### src/dmd_pkg.sv
// Shared types and constants of the datagram message deframer.
package dmd_pkg;

	// Datagram geometry
	localparam int MAX_DATAGRAM_BYTES = 256;
	localparam int CNT_W = $clog2(MAX_DATAGRAM_BYTES + 1);
	localparam int POS_W = 4;
	localparam int LEN_W = 18;

	// Header byte positions
	localparam logic [POS_W-1:0] POS_SEQ   = 4'd4;
	localparam logic [POS_W-1:0] POS_WORDS = 4'd8;
	localparam logic [POS_W-1:0] POS_FLAGS = 4'd10;
	localparam logic [POS_W-1:0] POS_LAST  = 4'd11;
	localparam logic [POS_W-1:0] HDR_BYTES = 4'd12;

	// Flag word bits
	localparam logic [15:0] LAST_FRAG_BIT  = 16'h0001;
	localparam logic [15:0] PEER_READY_BIT = 16'h0002;

	// Length check offset: header minus the word count itself
	localparam logic [LEN_W-1:0] LEN_OFFSET = 18'd10;

	typedef enum logic [1:0] {
		ST_OK        = 2'd0,
		ST_BAD_MAGIC = 2'd1,
		ST_OLD_SEQ   = 2'd2,
		ST_TRUNC     = 2'd3
	} status_t;

	// Classified input beat handed from front to back
	typedef struct packed {
		logic [7:0]       data;
		logic             dgram_end;
		logic             counted;
		logic             is_hdr;
		logic [POS_W-1:0] hdr_idx;
		logic             hdr_done;
		logic             magic_bad;
		logic [CNT_W-1:0] rx_count;
	} cmd_t;

	// One result beat
	typedef struct packed {
		logic        payload_valid;
		logic [7:0]  payload_byte;
		logic        ready_changed;
		logic        ready_value;
		logic        message_done;
		logic [15:0] message_words;
		status_t     status;
		logic        sequence_restarted;
		logic        length_mismatch;
	} res_t;

	// Magic byte expected at header positions 0..3 ("H316")
	function automatic logic [7:0] magic_byte(input logic [1:0] idx);
		logic [7:0] m;
		unique case (idx)
			2'd0:    m = 8'h48;
			2'd1:    m = 8'h33;
			2'd2:    m = 8'h31;
			default: m = 8'h36;
		endcase
		return m;
	endfunction

endpackage

### src/dmd_front.sv
// Front end: byte counting, header position tracking, magic check and command queue.
module dmd_front (
	input  logic         clk,
	input  logic         arst_n,
	input  logic         push,
	output logic         full,
	input  logic [7:0]   rx_byte,
	input  logic         datagram_end,
	output logic         cmd_valid,
	output dmd_pkg::cmd_t cmd,
	input  logic         cmd_pop
);
	import dmd_pkg::*;

	logic [CNT_W-1:0] rx_q;
	logic [POS_W-1:0] pos_q;
	logic             magic_q;

	cmd_t             cls;
	logic [CNT_W-1:0] rx_n;
	logic [POS_W-1:0] pos_n;
	logic             magic_n;
	logic             accept;

	cmd_t             mem_q [2];
	logic             wr_ptr_q;
	logic             rd_ptr_q;
	logic [1:0]       cnt_q;

	assign accept = push && !full;

	// Classify the incoming byte against the datagram counters
	always_comb begin
		cls.data      = rx_byte;
		cls.dgram_end = datagram_end;
		cls.counted   = rx_q < CNT_W'(MAX_DATAGRAM_BYTES);
		cls.is_hdr    = pos_q < HDR_BYTES;
		cls.hdr_idx   = pos_q;
		rx_n          = rx_q;
		pos_n         = pos_q;
		magic_n       = magic_q;
		if (cls.counted) begin
			rx_n = rx_q + 1'b1;
			if (cls.is_hdr) begin
				pos_n = pos_q + 1'b1;
				if (pos_q < POS_SEQ && rx_byte != magic_byte(pos_q[1:0]))
					magic_n = 1'b1;
			end
		end
		cls.hdr_done  = pos_n == HDR_BYTES;
		cls.magic_bad = magic_n;
		cls.rx_count  = rx_n;
	end

	// Per-datagram counters, cleared on the final beat
	always_ff @(posedge clk or negedge arst_n) begin
		if (!arst_n) begin
			rx_q    <= '0;
			pos_q   <= '0;
			magic_q <= 1'b0;
		end else if (accept) begin
			if (datagram_end) begin
				rx_q    <= '0;
				pos_q   <= '0;
				magic_q <= 1'b0;
			end else begin
				rx_q    <= rx_n;
				pos_q   <= pos_n;
				magic_q <= magic_n;
			end
		end
	end

	// Two-entry command queue
	always_ff @(posedge clk) begin
		if (accept)
			mem_q[wr_ptr_q] <= cls;
	end

	always_ff @(posedge clk or negedge arst_n) begin
		if (!arst_n) begin
			wr_ptr_q <= 1'b0;
			rd_ptr_q <= 1'b0;
			cnt_q    <= '0;
		end else begin
			if (accept)
				wr_ptr_q <= !wr_ptr_q;
			if (cmd_pop && cmd_valid)
				rd_ptr_q <= !rd_ptr_q;
			cnt_q <= cnt_q + {1'b0, accept} - {1'b0, cmd_pop && cmd_valid};
		end
	end

	assign full      = cnt_q == 2'd2;
	assign cmd_valid = cnt_q != 2'd0;
	assign cmd       = mem_q[rd_ptr_q];

endmodule

### src/dmd_back.sv
// Back end: header evaluation, sequence tracking, message state and result queue.
module dmd_back (
	input  logic          clk,
	input  logic          arst_n,
	input  logic          cmd_valid,
	input  dmd_pkg::cmd_t cmd,
	output logic          cmd_pop,
	output logic          empty,
	input  logic          pop,
	output dmd_pkg::res_t res
);
	import dmd_pkg::*;

	logic [31:0] seq_q, seq_n;
	logic [31:0] exp_q, exp_n;
	logic [15:0] wcap_q, wcap_n;
	logic [15:0] fcap_q, fcap_n;
	logic [15:0] total_q, total_n;
	logic        peer_q, peer_n;
	logic        skip_q, skip_n;
	status_t     abort_q, abort_n;
	logic        restart_q, restart_n;
	logic        force_q, force_n;

	res_t        r;
	logic        emit;
	logic [15:0] add;
	logic [16:0] sum;
	logic        ready_bit;

	res_t        mem_q [2];
	logic        wr_ptr_q;
	logic        rd_ptr_q;
	logic [1:0]  cnt_q;
	logic        res_full;
	logic        fire;
	logic        res_push;

	assign res_full = cnt_q == 2'd2;
	assign fire     = cmd_valid && !res_full;
	assign cmd_pop  = fire;
	assign res_push = fire && emit;

	// Execute one classified beat
	always_comb begin
		seq_n     = seq_q;
		exp_n     = exp_q;
		wcap_n    = wcap_q;
		fcap_n    = fcap_q;
		total_n   = total_q;
		peer_n    = peer_q;
		skip_n    = skip_q;
		abort_n   = abort_q;
		restart_n = restart_q;
		force_n   = force_q;
		r         = '0;
		emit      = 1'b0;
		add       = (wcap_q != 16'd0) ? wcap_q - 16'd1 : 16'd0;
		sum       = {1'b0, total_q} + {1'b0, add};
		ready_bit = 1'b0;

		if (cmd.counted) begin
			if (cmd.is_hdr) begin
				// field capture
				if (cmd.hdr_idx >= POS_SEQ && cmd.hdr_idx < POS_WORDS)
					seq_n = {seq_q[23:0], cmd.data};
				else if (cmd.hdr_idx >= POS_WORDS && cmd.hdr_idx < POS_FLAGS)
					wcap_n = {wcap_q[7:0], cmd.data};
				else if (cmd.hdr_idx >= POS_FLAGS)
					fcap_n = {fcap_q[7:0], cmd.data};

				// header complete
				if (cmd.hdr_idx == POS_LAST) begin
					if (cmd.magic_bad) begin
						abort_n = ST_BAD_MAGIC;
						skip_n  = 1'b1;
					end else if (!(seq_q == 32'd0 && exp_q != 32'd0) && seq_q < exp_q) begin
						abort_n = ST_OLD_SEQ;
						total_n = 16'd0;
						skip_n  = 1'b1;
					end else begin
						if (seq_q == 32'd0 && exp_q != 32'd0)
							restart_n = 1'b1;
						exp_n   = seq_q + 32'd1;
						total_n = sum[16] ? 16'hFFFF : sum[15:0];
						if (total_n == 16'd0) begin
							force_n = 1'b1;
							skip_n  = 1'b1;
						end else begin
							ready_bit = (fcap_n & PEER_READY_BIT) != 16'd0;
							if (ready_bit != peer_q) begin
								peer_n          = ready_bit;
								r.ready_changed = 1'b1;
								emit            = 1'b1;
							end
						end
					end
				end
			end else if (!skip_q) begin
				// payload forward
				r.payload_valid = 1'b1;
				r.payload_byte  = cmd.data;
				emit            = 1'b1;
			end
		end

		// end of datagram
		if (cmd.dgram_end) begin
			emit = 1'b1;
			if (!cmd.hdr_done) begin
				r.message_done = 1'b1;
				r.status       = ST_TRUNC;
				total_n        = 16'd0;
			end else begin
				if (abort_n != ST_OK || force_n || (fcap_n & LAST_FRAG_BIT) != 16'd0) begin
					r.message_done  = 1'b1;
					r.message_words = total_n;
					r.status        = abort_n;
					total_n         = 16'd0;
				end
				if (abort_n == ST_OK &&
				    LEN_W'(cmd.rx_count) != ({2'b00, wcap_n} << 1) + LEN_OFFSET)
					r.length_mismatch = 1'b1;
				r.sequence_restarted = restart_n;
			end
			abort_n   = ST_OK;
			restart_n = 1'b0;
			force_n   = 1'b0;
			skip_n    = 1'b0;
		end

		r.ready_value = peer_n;
	end

	// Message and sequence state
	always_ff @(posedge clk or negedge arst_n) begin
		if (!arst_n) begin
			seq_q     <= '0;
			exp_q     <= '0;
			wcap_q    <= '0;
			fcap_q    <= '0;
			total_q   <= '0;
			peer_q    <= 1'b0;
			skip_q    <= 1'b0;
			abort_q   <= ST_OK;
			restart_q <= 1'b0;
			force_q   <= 1'b0;
		end else if (fire) begin
			seq_q     <= seq_n;
			exp_q     <= exp_n;
			wcap_q    <= wcap_n;
			fcap_q    <= fcap_n;
			total_q   <= total_n;
			peer_q    <= peer_n;
			skip_q    <= skip_n;
			abort_q   <= abort_n;
			restart_q <= restart_n;
			force_q   <= force_n;
		end
	end

	// Two-entry result queue
	always_ff @(posedge clk) begin
		if (res_push)
			mem_q[wr_ptr_q] <= r;
	end

	always_ff @(posedge clk or negedge arst_n) begin
		if (!arst_n) begin
			wr_ptr_q <= 1'b0;
			rd_ptr_q <= 1'b0;
			cnt_q    <= '0;
		end else begin
			if (res_push)
				wr_ptr_q <= !wr_ptr_q;
			if (pop && !empty)
				rd_ptr_q <= !rd_ptr_q;
			cnt_q <= cnt_q + {1'b0, res_push} - {1'b0, pop && !empty};
		end
	end

	assign empty = cnt_q == 2'd0;
	assign res   = mem_q[rd_ptr_q];

endmodule

### src/datagram_message_deframer.sv
// Top level of the datagram message deframer.
// Accepts one datagram byte per cycle, while full is low, through a push/full
// queue interface and presents results through an empty/pop queue interface.
// Each accepted beat is classified by the front end (byte count, header
// position, magic check) and stored in a two-entry command queue; the back end
// executes one beat per cycle while the result queue is not full (field
// capture, sequence check, word total, payload forward) and writes any result
// into a two-entry result queue. A byte is registered in the command queue and
// its result then in the result queue before it is visible; with pop held high
// the sustained rate is one byte per cycle. Bytes that cause no result still
// pass the back end but never reach the output.
module datagram_message_deframer (
	input  logic        clk,
	input  logic        arst_n,
	input  logic        push,
	output logic        full,
	input  logic [7:0]  rx_byte,
	input  logic        datagram_end,
	output logic        empty,
	input  logic        pop,
	output logic        payload_valid,
	output logic [7:0]  payload_byte,
	output logic        ready_changed,
	output logic        ready_value,
	output logic        message_done,
	output logic [15:0] message_words,
	output logic [1:0]  status,
	output logic        sequence_restarted,
	output logic        length_mismatch
);
	import dmd_pkg::*;

	logic cmd_valid;
	logic cmd_pop;
	cmd_t cmd;
	res_t res;

	dmd_front u_front (
		.clk          (clk),
		.arst_n       (arst_n),
		.push         (push),
		.full         (full),
		.rx_byte      (rx_byte),
		.datagram_end (datagram_end),
		.cmd_valid    (cmd_valid),
		.cmd          (cmd),
		.cmd_pop      (cmd_pop)
	);

	dmd_back u_back (
		.clk       (clk),
		.arst_n    (arst_n),
		.cmd_valid (cmd_valid),
		.cmd       (cmd),
		.cmd_pop   (cmd_pop),
		.empty     (empty),
		.pop       (pop),
		.res       (res)
	);

	// Result fields
	assign payload_valid      = res.payload_valid;
	assign payload_byte       = res.payload_byte;
	assign ready_changed      = res.ready_changed;
	assign ready_value        = res.ready_value;
	assign message_done       = res.message_done;
	assign message_words      = res.message_words;
	assign status             = res.status;
	assign sequence_restarted = res.sequence_restarted;
	assign length_mismatch    = res.length_mismatch;

endmodule

### config.mk
export PLATFORM = sky130hd
export DESIGN_NAME = datagram_message_deframer
export DESIGN_NICKNAME = d
export VERILOG_FILES = /design/src/dmd_pkg.sv /design/src/dmd_front.sv /design/src/dmd_back.sv /design/src/datagram_message_deframer.sv
export SDC_FILE = /design/constraint.sdc
export NUM_CORES = 1
export LEC_CHECK = 0
export BUFFER_PORTS_ARGS = -buffer_cell sky130_fd_sc_hd__buf_2
export CAP_MARGIN = 5
export CORE_AREA = 4 4 232 189
export CTS_BUF_LIST = sky130_fd_sc_hd__clkbuf_8
export DETAILED_ROUTE_END_ITERATION = 16
export DIE_AREA = 0 0 236 193
export HOLD_SLACK_MARGIN = 0.03
export SLEW_MARGIN = 20
export SYNTH_ARGS = -nofsm -noshare
export SYNTH_HDL_FRONTEND = slang
export SYNTH_SLANG_ARGS = --single-unit
export TNS_END_PERCENT = 20
### constraint.sdc
create_clock -name clk -period 17.9 [get_ports clk]
set_clock_uncertainty 0.05 [all_clocks]
set_input_delay 0 -clock clk [delete_from_list [all_inputs] [get_ports clk]]
set_output_delay 0 -clock clk [all_outputs]
set_load 0.05 [all_outputs]
Word-level counts from Yosys, hierarchy flattened
Memories as Yosys holds them, arrays and structs flattened. Cells that the tools add are included.

Memories kept: 2. RAM bits: 116. Register bits: 126. Output and inout bits: 34. Logic and storage cells: 181.

Magnitude comparators: 9. Add/sub/neg operators: 10. Mux-type cells: 91. Reductions and logical operators: 38. Equality and inequality tests: 9. Bitwise gates (word level): 2.

Memories: u_back.mem_q (depth 2, bits a word 32, rd ports 1, clocked after Yosys merged registers in 0, wr ports 1, RTL line dmd_back.sv:31) `res_t mem_q [2];`; u_front.mem_q (depth 2, bits a word 26, rd ports 1, clocked after Yosys merged registers in 0, wr ports 1, RTL line dmd_front.sv:25) `cmd_t mem_q [2];`.

Operators with widths (number): 16-bit 2-to-1 mux (15); 8-bit 2-to-1 mux (7); 1-bit 2-to-1 mux (50); 9-bit 2-to-1 mux (4); 32-bit by 1-bit adder with 32-bit output, second input constant (1); 32-bit zero test (1); 32-bit < comparator (1); 32-bit nonzero test (1); 21-bit 2-to-1 mux (1); 7-bit one-hot mux with 3 select lines (1); 19-bit 2-to-1 mux (1); 17-bit by 4-bit adder with 18-bit output, second input constant (1); 9-bit by 18-bit != test with 1-bit output (1); 16-bit by 16-bit adder with 17-bit output (1); 16-bit zero test (1); 2-bit 2-to-1 mux (8); 16-bit nonzero test (1); 16-bit by 1-bit subtractor with 16-bit output, second input constant (1); 4-bit < comparator, second input constant (3); 4-bit 2-to-1 mux (3); 1-bit logical AND (11); 10-bit 2-to-1 mux (1); 2-bit nonzero test (5); 9-bit by 1-bit adder with 9-bit output, second input constant (1); 21 further kinds (38).

Longest topological paths before layout
Gate-level depths: netlist of run 1. An unclocked memory read counts as a cell.

Depth after elaboration: 19. Gate-level depth with buffers: 24. Mapped depth without buffers: 22.

Cells and area by module
A second synthesis of run 1 with hierarchy kept.

Cells, all modules: 1211. Area total of the unflattened synthesis: 13332.8 um^2.

Modules (own cells, without submodules): dmd_back (seq. area each 4624.4 um^2, cells each 994, times used 1, area an instance 10224.8 um^2); dmd_front (seq. area each 2011.9 um^2, cells each 217, times used 1, area an instance 3108.0 um^2).

Worst setup path before layout of run 1
Ideal clock, no wire load.

Path kind: register -> register. From: register u_back.wcap_q[0]. To: memory u_back.mem_q[0][0] in the netlist's numbering (enable). Buffers on the path: 2. Slack: 11.565 ns. Period minus slack after synthesis: 6.335 ns. Stages on the path, launching flop included: 22. Arrival time: 5.864 ns. Cell sequence: dfrtp_1 > inv_1 > ha_1 > nand2_1 > or3_1 > clkbuf_1 > or4_1 > or3_1 > nor3_1 > clkbuf_1 > nor2_1 > ha_1 > fa_1 > a21o_1 > a221oi_4 > nor3_2 > o21a_1 > o2111ai_1 > or4_4 > o21a_1 > nor2_1 > nor2_1.

Word-level cells in the longest chain between the ends: 15. Elaborated cells between the ends (all ways): 16. Classes of those cells: add/sub (2); mux (11); reduce/logical (3).

Ends and longest elaborated chain: start: declaration (RTL line dmd_back.sv:16) `logic [15:0] wcap_q, wcap_n;`; start signal: assignment (RTL line dmd_back.sv:151) `wcap_q <= wcap_n;`; 16-bit by 1-bit subtractor with 16-bit output or 16-bit nonzero test (tied branches) (RTL line dmd_back.sv:58) `add = (wcap_q != 16'd0) ? wcap_q - 16'd1 : 16'd0;`; 16-bit 2-to-1 mux (*) (RTL line dmd_back.sv:58); 16-bit by 16-bit adder with 17-bit output (*) (RTL line dmd_back.sv:59) `sum = {1'b0, total_q} + {1'b0, add};`; 16-bit 2-to-1 mux (*) (RTL line dmd_back.sv:85) `total_n = sum[16] ? 16'hFFFF : sum[15:0];`; 16-bit zero test (*) (RTL line dmd_back.sv:86) `if (total_n == 16'd0) begin`; 1-bit 2-to-1 mux (*) (RTL line dmd_back.sv:86); 1-bit 2-to-1 mux (*) (RTL line dmd_back.sv:77) `end else if (!(seq_q == 32'd0 && exp_q != 32'd0) && seq_q < exp_q) begin`; 1-bit 2-to-1 mux (*) (RTL line dmd_back.sv:74) `if (cmd.magic_bad) begin`; 1-bit 2-to-1 mux (*) (RTL line dmd_back.sv:73) `if (cmd.hdr_idx == POS_LAST) begin`; 1-bit 2-to-1 mux (*) (RTL line dmd_back.sv:63) `if (cmd.is_hdr) begin`; 1-bit 2-to-1 mux (*) (RTL line dmd_back.sv:62) `if (cmd.counted) begin`; 1-bit 2-to-1 mux (*) (RTL line dmd_back.sv:108) `if (cmd.dgram_end) begin`; 1-bit logical AND (*) (RTL line dmd_back.sv:42) `assign res_push = fire && emit;`; 1-bit 2-to-1 mux (*) (RTL line dmd_back.sv:164) `if (res_push)`; 1-bit 2-to-1 mux (not written as such) (*) (RTL line dmd_back.sv:165) `mem_q[wr_ptr_q] <= r;`; end: declaration (RTL line dmd_back.sv:31).

Every way passes the cells marked *; elsewhere a longest branch is shown, timed or not.

Final worst setup path of run 1
From: register u_back.wcap_q[0]. To: register u_back.cnt_q[1].

Word-level cells in the longest chain between the ends: 15. Elaborated cells between the ends (all ways): 16. Classes of those cells: add/sub (4); mux (9); reduce/logical (3).

Ends and longest elaborated chain: 16-bit by 1-bit subtractor with 16-bit output or 16-bit nonzero test (tied branches) (RTL line dmd_back.sv:58); 16-bit 2-to-1 mux (*) (RTL line dmd_back.sv:58); 16-bit by 16-bit adder with 17-bit output (*) (RTL line dmd_back.sv:59); 16-bit 2-to-1 mux (*) (RTL line dmd_back.sv:85); 16-bit zero test (*) (RTL line dmd_back.sv:86); 1-bit 2-to-1 mux (*) (RTL line dmd_back.sv:86); 1-bit 2-to-1 mux (*) (RTL line dmd_back.sv:77); 1-bit 2-to-1 mux (*) (RTL line dmd_back.sv:74); 1-bit 2-to-1 mux (*) (RTL line dmd_back.sv:73); 1-bit 2-to-1 mux (*) (RTL line dmd_back.sv:63); 1-bit 2-to-1 mux (*) (RTL line dmd_back.sv:62); 1-bit 2-to-1 mux (*) (RTL line dmd_back.sv:108); 1-bit logical AND (*) (RTL line dmd_back.sv:42); 2-bit by 1-bit adder with 2-bit output (*) (RTL line dmd_back.sv:178) `cnt_q <= cnt_q + {1'b0, res_push} - {1'b0, pop && !empty};`; 2-bit by 1-bit subtractor with 2-bit output (*) (RTL line dmd_back.sv:178); end signal: assignment (RTL line dmd_back.sv:178); end: declaration (RTL line dmd_back.sv:34) `logic [1:0] cnt_q;`.

Marked as above. A chain may end at the register's enable or synchronous reset.

==> results of run 1 <==
## cell families (layout without fill, tap and decap cells)
logic type	count (synthesis)	in the layout
fa+ha+maj	60	60
buf+inv	117	215
simple gates	391	391
flops	242	242
compound gates	264	264
mux	93	93
xor+xnor	82	82
## layer usage
metal / routed length, µm / global-route usage / vias up
li1: - / - / 4666
met1: 16800 / 0.214 / 4635
met2: 13400 / 0.209 / 241
met3: 2050 / 0.0344 / 46
met4: 445 / 0.0298 / 0
met5: 0 / 0 / -
## worst max path at each step
stage | to | slack (ns)
after floorplan | u_back.mem_q[0][0]$_DFFE_PP_ | 11.57
after global placement | u_back.cnt_q[1]$_DFF_PN0_ | 12.01
after detailed placement | u_back.cnt_q[1]$_DFF_PN0_ | 11.89
after CTS | u_back.cnt_q[1]$_DFF_PN0_ | 11.83
after global routing | u_back.mem_q[0][5]$_DFFE_PP_ | 11.35
final | u_back.cnt_q[1]$_DFF_PN0_ | 11.80
## critical path, delay by kind of cell, from the launching register on
kind | cells | cell delay (ns)
simple gates | 8 | 2.35
buf+inv | 3 | 0.49
fa+ha+maj | 4 | 1.04
xor+xnor | 3 | 0.57
compound gates | 5 | 1.06
flops | 1 | 0.46
## power by group through the flow
stage	logic [µW]	clock network [µW]	registers, µW
detailed placement	1460	0	982
global placement	1450	0	976
global route	1640	557	998
finish	1480	514	975
floorplan	1160	0	894
CTS	1470	529	973
## cell type report
type,instances,area share
sequential,242,0.444
multi-input combinational,890,0.403
tap,552,0.0462
clock buffer,43,0.0396
timing repair buffer,75,0.0341
clock inverter,37,0.0173
inverter,60,0.0151
## metrics by stage
| step | setup WS, ns | hold slack, ns | std cells |
|---|---|---|---|
| after CTS | 11.83 | 0.165 | 1899 |
| final | 11.80 | 0.193 | 1899 |
| after detailed placement | 11.89 | -0.0295 | 1804 |
| after global routing | 11.35 | 0.166 | 1899 |
| after global placement | 12.01 | -0.0348 | 1804 |
| after floorplan | 11.57 | -0.346 | 1249 |
## flip-flops by register name, summed over array words and instances (netlist names), 4 cells and up
name	count
u_back.total_q	16
u_back.exp_q	32
u_back.wcap_q	16
u_front.rx_q	9
u_front.pos_q	4
u_back.seq_q	32
u_front.mem_q	52
u_back.mem_q	64
## layout by cell type, fill, tap and decap left out, drive strengths merged, types with 15 or more instances in the layout
master / Yosys / routed
ha: 59 / 59
mux2: 67 / 67
and3: 18 / 18
nand2: 105 / 105
inv: 60 / 77
clkbuf: 42 / 43
xnor2: 51 / 51
clkinv: 0 / 15
nand3: 27 / 27
a21oi: 91 / 91
nor3: 30 / 30
nor2: 122 / 122
nor4: 20 / 20
mux2i: 26 / 26
nand4: 16 / 16
edfxtp: 116 / 116
a211oi: 23 / 23
o21ai: 74 / 74
buf: 14 / 61
dfrtp: 126 / 126
xor2: 31 / 31
==> results.md, run 1 <==
Status:
- The flow ran to the end, and the final reports show no timing, DRC or antenna violations.

Power and ir drop:
- The power dissipated by switching net loads is 1360 µW.
- The overall power after layout is 2970 µW.
- The internal portion of the total power is 1610 µW.
- For this design the static power due to leakage is 0.00610 µW.
- Of the total power, combinational logic draws 0.498.
- The part of the total power dissipated in the clock network is 0.173.
- The switching power share of the total is 0.458.
- The maximum vdd drop is 67.7 µV.
- The sequential group share of total power is 0.329.
- The power per cell area is 199 nW/µm².

Synth:
- Of the total synthesized cell area, the portion taken by full adders, half adders and majority gates is 0.0579.
- The most frequently used flop master after synthesis is sky130_fd_sc_hd__dfrtp_1.
- The number of nets in the synthesized netlist is 1322.
- The synthesized area per cell is 10.5 µm².
- Summing every instance area after synthesis gives 13100 µm².
- Sorting the synthesized cells by how often they occur yields sky130_fd_sc_hd__dfrtp_1 (126), sky130_fd_sc_hd__nor2_1 (119), sky130_fd_sc_hd__edfxtp_1 (116).
- The flip-flop and latch count after synthesis is 242.
- The sequential share of the synthesized area is 0.506.
- Of the total synthesized cell area, the portion taken by XOR and XNOR cells is 0.0548.
- Yosys attributes the largest share of cell area to sky130_fd_sc_hd__edfxtp_1 (27%), sky130_fd_sc_hd__dfrtp_1 (24%), sky130_fd_sc_hd__mux2_2 (5.8%).
- The share of the synthesized area in compound gates (AO/OA/AOI/OAI) is 0.125.
- The number of library cell types mapped by synthesis is 71.
- The async set-reset flop share out of synthesis is 0.521.
- The number of enable-type register cells in the synthesized netlist is 116.
- The main combinational cell family by area after synthesis is simple AND/OR/NAND/NOR gates.
- The basic-gate share of the synthesized area counting and, or, nand and nor cells is 0.143.
- Of the post-synthesis cell area, the dominant cell type holds 0.266.
- The portion of netlist area occupied by mux cells is 0.0774.
- The number of cells produced by synthesis is 1249.
- The biggest area contributor in the post-synthesis netlist is sky130_fd_sc_hd__edfxtp_1.
- The cell with the most instances after synthesis is sky130_fd_sc_hd__dfrtp_1.
- Yosys printed 0 warnings.

Clock tree:
- The number of hold buffers added after CTS is 15.
- Clock latency on the worst-skew pair, taken at its later pin, is 0.60 ns.
- The quantity of gates resized following cts is 0.
- In this run, CTS created clock tree buffers numbering 43.
- No sink is reached through more buffers than the 3 on the longest clock path.
- TritonCTS built the clock tree.
- The clock slew seen by the registers of the worst setup and hold paths is 0.07 ns.
- Counting every sink on the clock net gives 242.
- The clock tree root buffer cell is sky130_fd_sc_hd__clkbuf_8.
- The H-tree depth reported by CTS is 2.
- The number of setup buffers added after CTS is 0.

Routing:
- In the routed design, unresolved DRC markers number 0.
- The via density per instance is 5.05.
- The count of nets left with antenna violations once routing finished came out at 0.
- The total routed wirelength is 32600 µm.
- The DRC marker count from the first detailed-route iteration is 801.
- The number of detailed-route iterations in the first pass is 7.
- The routed length per instance is 17.2 µm.
- The final route contains 9588 vias.

Placement:
- Detailed placement finished with a half-perimeter wire length of 22800 µm.
- In this run the cell area measured after placement is 13900 µm².
- The congestion estimate from routability-driven global placement came to 0.872.
- The count of input and output buffers is 46.

Final layout:
- 0 antenna diodes ended up in the layout.
- Summing all non-filler instances in the final layout gives an area of 14900 µm².
- Registers take 6640 µm².
- The area added between synthesis and finish is 14.0%.
- The share of final-layout standard cells stronger than drive strength 1 is 0.154.
- The multi-input combinational cells in the finished layout cover a total of 6020 µm².
- The number of nets in the final layout is 1385.
- The final core utilization is 0.360.
- The filler cells instantiated in the layout total 4156.

STA:
- Timing would allow up to 164 MHz.
- The share of the clock period used by the worst path after layout is 0.341.
- For the pin with the worst max-slew slack, the measured transition is 0.982 ns.
- Setup repair after global routing left no endpoint under its margin.
- Subtracting the final worst setup slack from the clock period gives 6.10 ns.
- Setup total negative slack on the finished layout was measured at 0 ns.
- The worst max-slew margin expressed relative to the limit is 0.344.
- The final-report hold violation count is 0.
- The number of endpoints failing setup at the final stage is 0.
- The final max-slew violation count was 0.

Critical path:
- The setup path with the least slack is of type reg2reg.
- The startpoint of the most critical register-to-register path is u_back.wcap_q[0]$_DFFE_PN0P_.
- The data arrival time of the critical path is 6.54 ns.
- The origin of the worst setup path is u_back.wcap_q[0]$_DFFE_PN0P_.
- The category of the worst setup path capture point is a register.
- The required time of the critical path is 18.34 ns.
- Traced cell by cell, the critical path runs through inv_1 > ha_1 > nand2_1 > or3_1 > or4_1 > or3_1 > nor3_1 > buf_4 > nor2_1 > ha_1 > fa_1 > a21o_1 > a221oi_4 > xor2_1 > a21boi_2 > o2111ai_1 > or4_4 > o21a_1 > nor2_1 > inv_1 > ha_1 > xnor2_1 > xnor2_1.
- The slowest stage of the critical path belongs to the cell sky130_fd_sc_hd__or4_1.
- The reg2reg setup slack is 11.80 ns.
- The biggest cell delay along the critical path is 0.47 ns.
- STA classifies the critical path startpoint as a register.
- Along the worst path, the maximum fanout reaches 13.
- The most frequent cell on the critical path is sky130_fd_sc_hd__ha_1.
- The cell count of the worst reg-to-reg path is 23.
- In this run the critical register-to-register path is captured at u_back.cnt_q[1]$_DFF_PN0_.

Die:
- The number of core rows is 67.
- The number of I/O pins is 47.
- The die is 236 µm wide.
- The initial utilization of the core area, before any placement, comes to 0.316.
- The die extent in y is 193 µm.
- The area of the die is 45500 µm².
- The placeable core region is 41500 µm².

Min path:
- Counting instances, the worst hold path has a depth of 2.
- The type of the tightest min-delay check is in2reg.
- The beginning of the worst hold path is rx_byte[7].
- The path with the worst hold slack has its endpoint at u_front.mem_q[1][25]$_DFFE_PP_.

GRT:
- The remaining global-route overflow is 0.
- The number of global-route vias before repair is 9348.
- The number of antenna violations at the first check in global routing is 0.
- The pin count of the biggest net entering global routing is 73.
- The first global-routing pass estimated 52400 µm of wire.
- Across every metal layer, demand over resource in global routing totals 0.143.

Job:
- The number of max-cap violations is 0.
No activity file was read; power rests on OpenSTA's default activity.
==> run 2: changes to the inputs <==
- clock period: 17.9 -> 5.4 ns (I/O delays scaled with it)
==> results.md, run 2 (synthesis gave the netlist of run 1 again) <==
Status:
- The run finished, with violations left.
- The final reports fail on hold timing, setup timing.

Routing:
- The DRC violation count after routing came to 0 (unchanged).
- The routed length per instance was 16.8 µm (-2.5%).
- The DRC marker count from the first detailed-route iteration was 941 (+17%).
- The total routed wirelength came to 32600 µm (about the same).
- The number of detailed-route iterations in the first pass is 6 (-1).
- The residual antenna-violating net count after detailed routing is 0 (unchanged).
- The via density per instance came to 5.03 (-0.32%).
- The number of vias in the routed layout came to 9794 (+2.1%).

GRT:
- The pin count of the biggest net entering global routing is 84 (+15%).
- The number of antenna violations at the first check in global routing came to 0 (unchanged).
- The global-route wire length before repair was 52500 µm (+0.25%).
- The remaining global-route overflow is 0 (unchanged).
- The global-route total usage across every layer is 0.142 (-0.000830).
- The number of global-route vias before repair is 9524 (+1.9%).

STA:
- The number of endpoints failing setup at the final stage is 12 (+12).
- The sum of negative setup slack is -0.178 ns (-0.178 ns).
- The worst max-slew margin expressed relative to the limit is 0.413 (+0.0689).
- The share of the clock period used by the worst path after layout is 1.00 (+0.663).
- The final max-slew violation count is 0 (unchanged).
- The smallest hold slack is -0.0162 ns (-0.209 ns).
- The slack of the critical path was -0.0211 ns (-11.82 ns).
- The slew at the pin closest to its max-slew limit is 0.879 ns (-0.103 ns).
- The highest achievable clock rate is 184 MHz (+13%).
- The final critical-path required period is 5.42 ns (-0.683 ns).
- Setup repair after global routing could not meet its margin everywhere.
- The final-report hold violation count is 8 (+8).

Die:
- The number of core rows is 67 (unchanged).
- The overall die width came to 236 µm (unchanged).
- The area of the die is 45500 µm² (unchanged).
- The effective utilization at floorplan is 0.316 (unchanged).
- The number of I/O pins is 47 (unchanged).
- The placeable core region came to 41500 µm² (unchanged).
- The die extent in y was 193 µm (unchanged).

Placement:
- The placed cell area came to 14300 µm² (+2.9%).
- The global placement routability congestion is 0.871 (about the same).
- The count of input and output buffers is 46 (unchanged).
- The total half-perimeter wirelength after legalization and detailed placement is 23300 µm (+2.2%).
- The number of placed instances, taps included is 1848 (+2.4%).
- The post-place setup slack is -0.0888 ns (-11.98 ns).

Final layout:
- The most flop-heavy register is u_back.mem_q.
- The number of nets in the final layout is 1432 (+3.4%).
- The largest registers in the layout are u_back.mem_q: 64 flops, u_front.mem_q: 52 flops.
- The number of inserted filler cells in the final layout came to 4079 (-1.9%).
- The number of diodes came to 0 (unchanged).
- The leading cell type in the layout, fill and taps excluded is sky130_fd_sc_hd__dfrtp_1.
- The share of final-layout standard cells stronger than drive strength 1 is 0.205 (+0.0507).
- The number of flip-flops under the largest register name is 64 (unchanged).
- The library cells used most frequently in the layout, excluding fill and tap cells, are sky130_fd_sc_hd__dfrtp_1 (126), sky130_fd_sc_hd__edfxtp_1 (116), sky130_fd_sc_hd__nand2_1 (104).
- The post-route standard cell area excluding fillers is 15500 µm² (+3.9%).
- The area of combinational cells with multiple inputs is 6210 µm² (+3.0%).
- The area added between synthesis and finish is 18.3%.
- The area taken by flip-flops and latches is 6640 µm² (unchanged).
- The count of placed standard cells in the final layout, fillers left out is 1946 (+2.5%).

Clock tree:
- The CTS buffer count is 43 (unchanged).
- The H-tree depth reported by CTS is 2 (unchanged).
- The total number of clock tree sinks was 242 (unchanged).
- The insertion delay of the later-clocked pin in the worst-skew pair is 0.58 ns (-0.02 ns).
- TritonCTS built the clock tree.
- The maximum buffer depth of the clock tree came to 3 (unchanged).
- The clock slew seen by the registers of the worst setup and hold paths is 0.06 ns (about the same).
- The root buffer cell chosen for the clock tree is sky130_fd_sc_hd__clkbuf_8.

Critical path:
- The worst setup path is launched from a register.
- The critical path is of the reg2reg type.
- The maximum fanout along the worst path is 8 (-5).
- The worst setup path is captured at a register.
- The cell count of the worst reg-to-reg path is 19 (-17%).
- The required time of the critical path is 5.76 ns (-12.58 ns).
- The worst register-to-register path ends at u_back.mem_q[1][11]$_DFFE_PP_.
- The data arrival time of the critical path is 5.78 ns (-0.76 ns).
- The reg2reg setup slack is -0.02 ns (-11.82 ns).
- The startpoint of the most critical register-to-register path is u_back.wcap_q[0]$_DFFE_PN0P_.

Job:
- The number of max-cap violations is 0 (unchanged).

Power and ir drop:
- The power per cell area was 668 nW/µm² (+240%).
- The maximum vdd drop was 236 µV (+250%).
- The leakage power of the design came to 0.00638 µW (+4.6%).

Min path:
- The type of the tightest min-delay check is in2async.
run 2: cell types whose count changed in the layout (fill, tap and decap cells not counted), sizes merged:
cell	previous run	this run
dlygate4sd3	14	12
clkinvlp	2	1
clkinv	15	9
buf	61	109
a21o	12	13
clkbuf	43	46
inv	77	81
run 2: final cells by class:
class	instances	share of cell area
flip-flops and latches	242	0.428
multi-input cells	891	0.400
repair buffers	121	0.0572
well taps	552	0.0445
clock buffers	46	0.0408
clock inverters	34	0.0149
inverters	60	0.0145
run 2: power by group:
group / total [µW] / internal, µW / switching, µW
registers: 3170 / 2620 / 553
logic: 5490 / 2170 / 3310
clock network: 1710 / 939 / 768
run 2: worst max path at each step:
stage,from,endpoint,cells after the start
after global placement,u_back.wcap_q[0]$_DFFE_PN0P_,u_back.mem_q[0][19]$_DFFE_PP_,19
after global routing,u_back.wcap_q[0]$_DFFE_PN0P_,u_back.mem_q[0][11]$_DFFE_PP_,19
after CTS,u_back.wcap_q[1]$_DFFE_PN0P_,u_back.mem_q[1][19]$_DFFE_PP_,19
after detailed placement,u_back.wcap_q[1]$_DFFE_PN0P_,u_back.mem_q[1][19]$_DFFE_PP_,19
after floorplan,u_back.wcap_q[0]$_DFFE_PN0P_,u_back.mem_q[0][17]$_DFFE_PP_,22
final,u_back.wcap_q[0]$_DFFE_PN0P_,u_back.mem_q[1][11]$_DFFE_PP_,19
run 2: routing by layer:
metal | track usage | vias up | wire length (µm)
met3 | 0.0351 | 45 | 2000
met1 | 0.208 | 4746 | 16200
met5 | 0 | - | 0
met2 | 0.210 | 235 | 13900
met4 | 0.0354 | 0 | 535
li1 | - | 4768 | -
run 2: metrics by stage:
| step | power, µW | util |
|---|---|---|
| global placement | 8380 | 0.345 |
| global route | 11100 | 0.374 |
| CTS | 10300 | 0.371 |
| floorplan | 6830 | - |
| detailed placement | 8490 | 0.345 |
| finish | 10400 | 0.374 |
run 2: worst max-delay path, cell delays in order, from the launching register on:
cell	delay, ns
sky130_fd_sc_hd__dfrtp_1	0.38
sky130_fd_sc_hd__inv_2	0.08
sky130_fd_sc_hd__ha_4	0.14
sky130_fd_sc_hd__nand2_2	0.06
sky130_fd_sc_hd__or3_4	0.33
sky130_fd_sc_hd__or4_4	0.42
sky130_fd_sc_hd__or3_4	0.36
sky130_fd_sc_hd__nor3_4	0.18
sky130_fd_sc_hd__nor2_2	0.06
sky130_fd_sc_hd__ha_2	0.18
sky130_fd_sc_hd__fa_2	0.34
sky130_fd_sc_hd__a21o_1	0.20
sky130_fd_sc_hd__a221oi_4	0.41
sky130_fd_sc_hd__o21ai_0	0.24
sky130_fd_sc_hd__o31ai_1	0.11
sky130_fd_sc_hd__nor2_1	0.08
sky130_fd_sc_hd__or4_4	0.53
sky130_fd_sc_hd__or4b_4	0.60
sky130_fd_sc_hd__a21o_4	0.33
sky130_fd_sc_hd__nor2_2	0.15
run 2: what timing repair did:
item	CTS	global route
endpoints found under the hold margin	112	0
setup endpoints to repair	32	103
pin swaps	5	9
resized for setup	12	27
cloned	1	0
hold buffers	12	0
buffers inserted	2	3
==> run 3: changes to the inputs <==
- SETUP_SLACK_MARGIN: not set -> 0.4
- clock period: 5.4 -> 5.8 ns (I/O delays scaled with it)
==> results.md, run 3 (synthesis gave the netlist of run 1 again) <==
Clock tree:
- The insertion delay of the later-clocked pin in the worst-skew pair is 0.60 ns (+0.02 ns).
- The TritonCTS clock tree is yes.
- The H-tree depth reported by CTS is 2 (unchanged).
- The CTS buffer count is 42 (-2.3%).
- The clock slew seen by the registers of the worst setup and hold paths is 0.07 ns (about the same).
- The total number of clock tree sinks came to 242 (unchanged).
- The maximum buffer depth of the clock tree is 3 (unchanged).
- In this run the clock root is driven by a sky130_fd_sc_hd__clkbuf_8.

STA:
- The number of endpoints failing setup at the final stage was 0 (-12).
- The slew at the pin closest to its max-slew limit is 0.934 ns (+0.0557 ns).
- The slack of the critical path was 0.253 ns (+0.274 ns).
- Setup repair after global routing could not meet its margin everywhere.
- The share of the clock period used by the worst path after layout is 0.956 (-0.0475).
- The final max-slew violation count came to 0 (unchanged).
- The final critical-path required period came to 5.55 ns (+0.126 ns).
- The smallest hold slack was 0.156 ns (+0.173 ns).
- The worst max-slew margin expressed relative to the limit came to 0.361 (-0.0518).
- The highest achievable clock rate is 180 MHz (-2.3%).
- The final-report hold violation count is 0 (-8).
- The sum of negative setup slack came to 0 ns (+0.178 ns).

Placement:
- The total half-perimeter wirelength after legalization and detailed placement came to 23000 µm (-1.4%).
- The count of input and output buffers is 46 (unchanged).
- The global placement routability congestion came to 0.872 (+0.11%).
- The number of placed instances, taps included is 1822 (-1.4%).
- The post-place setup slack is 0.0604 ns (+0.149 ns).

Job:
- The number of max-cap violations is 0 (unchanged).

Critical path:
- The family with the most delay on the worst path is simple AND/OR/NAND/NOR gates.
- The maximum fanout along the worst path is 8 (unchanged).
- STA classifies the critical path endpoint as a register.
- The critical path is of the reg2reg type.
- The cell count of the worst reg-to-reg path came to 19 (unchanged).
- The worst register-to-register path ends at u_back.mem_q[0][16]$_DFFE_PP_.
- Walking the worst path, the cells encountered are inv_2 > ha_4 > nand2_4 > or3_4 > or4_4 > or3_4 > nor3_4 > nor2_2 > ha_2 > fa_2 > a21o_1 > a221oi_4 > xor2_1 > a21boi_2 > o2111ai_1 > or4_4 > or4b_4 > a21o_4 > nor2_2.
- The buffer and inverter count on the worst path came to 1 (unchanged).
- The cell with the largest stage delay on the worst path is sky130_fd_sc_hd__or4b_4.
- The startpoint of the most critical register-to-register path is u_back.wcap_q[0]$_DFFE_PN0P_.
- The critical path ends at u_back.mem_q[0][16]$_DFFE_PP_.
- The origin of the worst setup path is u_back.wcap_q[0]$_DFFE_PN0P_.
- The required time of the critical path was 6.16 ns (+0.40 ns).
- The data arrival time of the critical path is 5.91 ns (+0.13 ns).
- The reg2reg setup slack is 0.25 ns (+0.27 ns).
- The biggest cell delay along the critical path came to 0.61 ns (about the same).
- The kind of launch point of the worst setup path is a register.
- The path length in cells of the critical path is 19 (unchanged).

GRT:
- The remaining global-route overflow was 0 (unchanged).
- The pin count of the biggest net entering global routing was 69 (-18%).
- The number of antenna violations at the first check in global routing came to 0 (unchanged).
- The global-route total usage across every layer was 0.144 (+0.00279).
- The number of global-route vias before repair is 9554 (+0.31%).
- The global-route wire length before repair is 53100 µm (+1.1%).

Power and ir drop:
- The maximum vdd drop was 250 µV (+5.9%).
- The power per cell area is 630 nW/µm² (-5.7%).
- The leakage power of the design is 0.00632 µW (-0.90%).

Final layout:
- The count of placed standard cells in the final layout, fillers left out was 1940 (-0.31%).
- The number of flip-flops under the largest register name is 64 (unchanged).
- The number of inserted filler cells in the final layout was 4102 (+0.56%).
- The leading cell type in the layout, fill and taps excluded is sky130_fd_sc_hd__dfrtp_1.
- The top cell types in the final layout, fill and taps aside, are sky130_fd_sc_hd__dfrtp_1 (126), sky130_fd_sc_hd__edfxtp_1 (116), sky130_fd_sc_hd__nand2_1 (104).
- The number of diodes is 0 (unchanged).
- The final core utilization was 0.372 (-0.00133).
- The share of final-layout standard cells stronger than drive strength 1 came to 0.200 (-0.00488).
- Counting flops per register, the top entry is u_back.mem_q.
- The largest registers in the layout are u_back.mem_q: 64 flops, u_front.mem_q: 52 flops.
- The area added between synthesis and finish is 17.9%.
- The number of nets in the final layout was 1427 (-0.35%).

Routing:
- The number of vias in the routed layout is 9746 (-0.49%).
- The via density per instance is 5.02 (-0.18%).
- The DRC marker count from the first detailed-route iteration is 571 (-39%).
- The residual antenna-violating net count after detailed routing was 0 (unchanged).
- The routed length per instance was 17.1 µm (+1.8%).
- The DRC violation count after routing came to 0 (unchanged).
- The number of detailed-route iterations in the first pass is 5 (-1).
- The total routed wirelength came to 33100 µm (+1.5%).

Die:
- The number of I/O pins is 47 (unchanged).
- The placeable core region is 41500 µm² (unchanged).
- The effective utilization at floorplan is 0.316 (unchanged).
- The overall die width is 236 µm (unchanged).
- The die extent in y came to 193 µm (unchanged).
- The number of core rows is 67 (unchanged).
- The area of the die is 45500 µm² (unchanged).

Min path:
- The min-delay analysis places its worst path in the category in2reg.
- The number of cells traversed by the worst hold path is 2.

Status:
- The flow ran to the end, and the final reports show no timing, DRC or antenna violations.
==> run 3: cell count changes in the layout (fill, tap and decap cells not counted), sizes merged <==
cell         previous run  this run
buf                   109       103
inv                    81        76
clkinv                  9        13
clkbuf                 46        44
dlygate4sd3            12        14
clkinvlp                1         2
==> run 3: per-stage QoR <==
step	instance area, µm²	power (µW)
finish	15500	9740
CTS	15300	9650
global placement	14100	7600
detailed placement	14100	7680
floorplan	13200	6360
global route	15500	10500
==> run 3: worst min-delay path by stage <==
stage	start	end
4_1_cts	rx_byte[7]	u_front.mem_q[0][25]$_DFFE_PP_
2_1_floorplan	arst_n	u_back.abort_q[0]$_DFFE_PN0P_
3_3_place_gp	arst_n	u_front.rx_q[0]$_DFFE_PN0P_
3_5_place_dp	arst_n	u_front.rx_q[6]$_DFFE_PN0P_
5_1_grt	rx_byte[7]	u_front.mem_q[0][25]$_DFFE_PP_
6_report	rx_byte[7]	u_front.mem_q[1][25]$_DFFE_PP_
==> run 3: metal layers <==
metal  vias up  track usage  part of all wire
met1      4712        0.217              0.51
met3        47       0.0286             0.054
met4         0       0.0406             0.019
met5         -            0                 0
met2       244        0.212              0.42
li1       4743            -                 -
==> run 3: timing repair <==
action | in CTS | in global routing
hold endpoints to repair | 88 | 0
setup endpoints to repair | 120 | 123
setup buffers | 18 | 6
hold buffers | 15 | 0
resized for setup | 16 | 20
gates cloned | 1 | 0
pin swaps | 7 | 14
==> run 3: layout make-up <==
class                           count  area, µm²  share of cell area
Clock inverter                     34        244              0.0158
Tap cell                          552        691              0.0447
Timing Repair Buffer              117        862              0.0558
Clock buffer                       44        606              0.0392
Multi-Input combinational cell    891       6190               0.401
Inverter                           60        225              0.0146
Sequential cell                   242       6640               0.429
==> run 3: worst reg2reg max path, stage by stage, from the launching register on <==
cell                        delay (ns)
sky130_fd_sc_hd__dfrtp_1          0.38
sky130_fd_sc_hd__inv_2            0.09
sky130_fd_sc_hd__ha_4             0.16
sky130_fd_sc_hd__nand2_4          0.05
sky130_fd_sc_hd__or3_4            0.34
sky130_fd_sc_hd__or4_4            0.44
sky130_fd_sc_hd__or3_4            0.36
sky130_fd_sc_hd__nor3_4           0.26
sky130_fd_sc_hd__nor2_2           0.06
sky130_fd_sc_hd__ha_2             0.18
sky130_fd_sc_hd__fa_2             0.34
sky130_fd_sc_hd__a21o_1           0.23
sky130_fd_sc_hd__a221oi_4         0.37
sky130_fd_sc_hd__xor2_1           0.23
sky130_fd_sc_hd__a21boi_2         0.20
sky130_fd_sc_hd__o2111ai_1        0.12
sky130_fd_sc_hd__or4_4            0.44
sky130_fd_sc_hd__or4b_4           0.61
sky130_fd_sc_hd__a21o_4           0.34
sky130_fd_sc_hd__nor2_2           0.16
==> run 3: where the power goes <==
part	internal, µW	switching [µW]
Combinational	2080	3100
Clock	850	749
Sequential	2440	519
Total	5370	4370
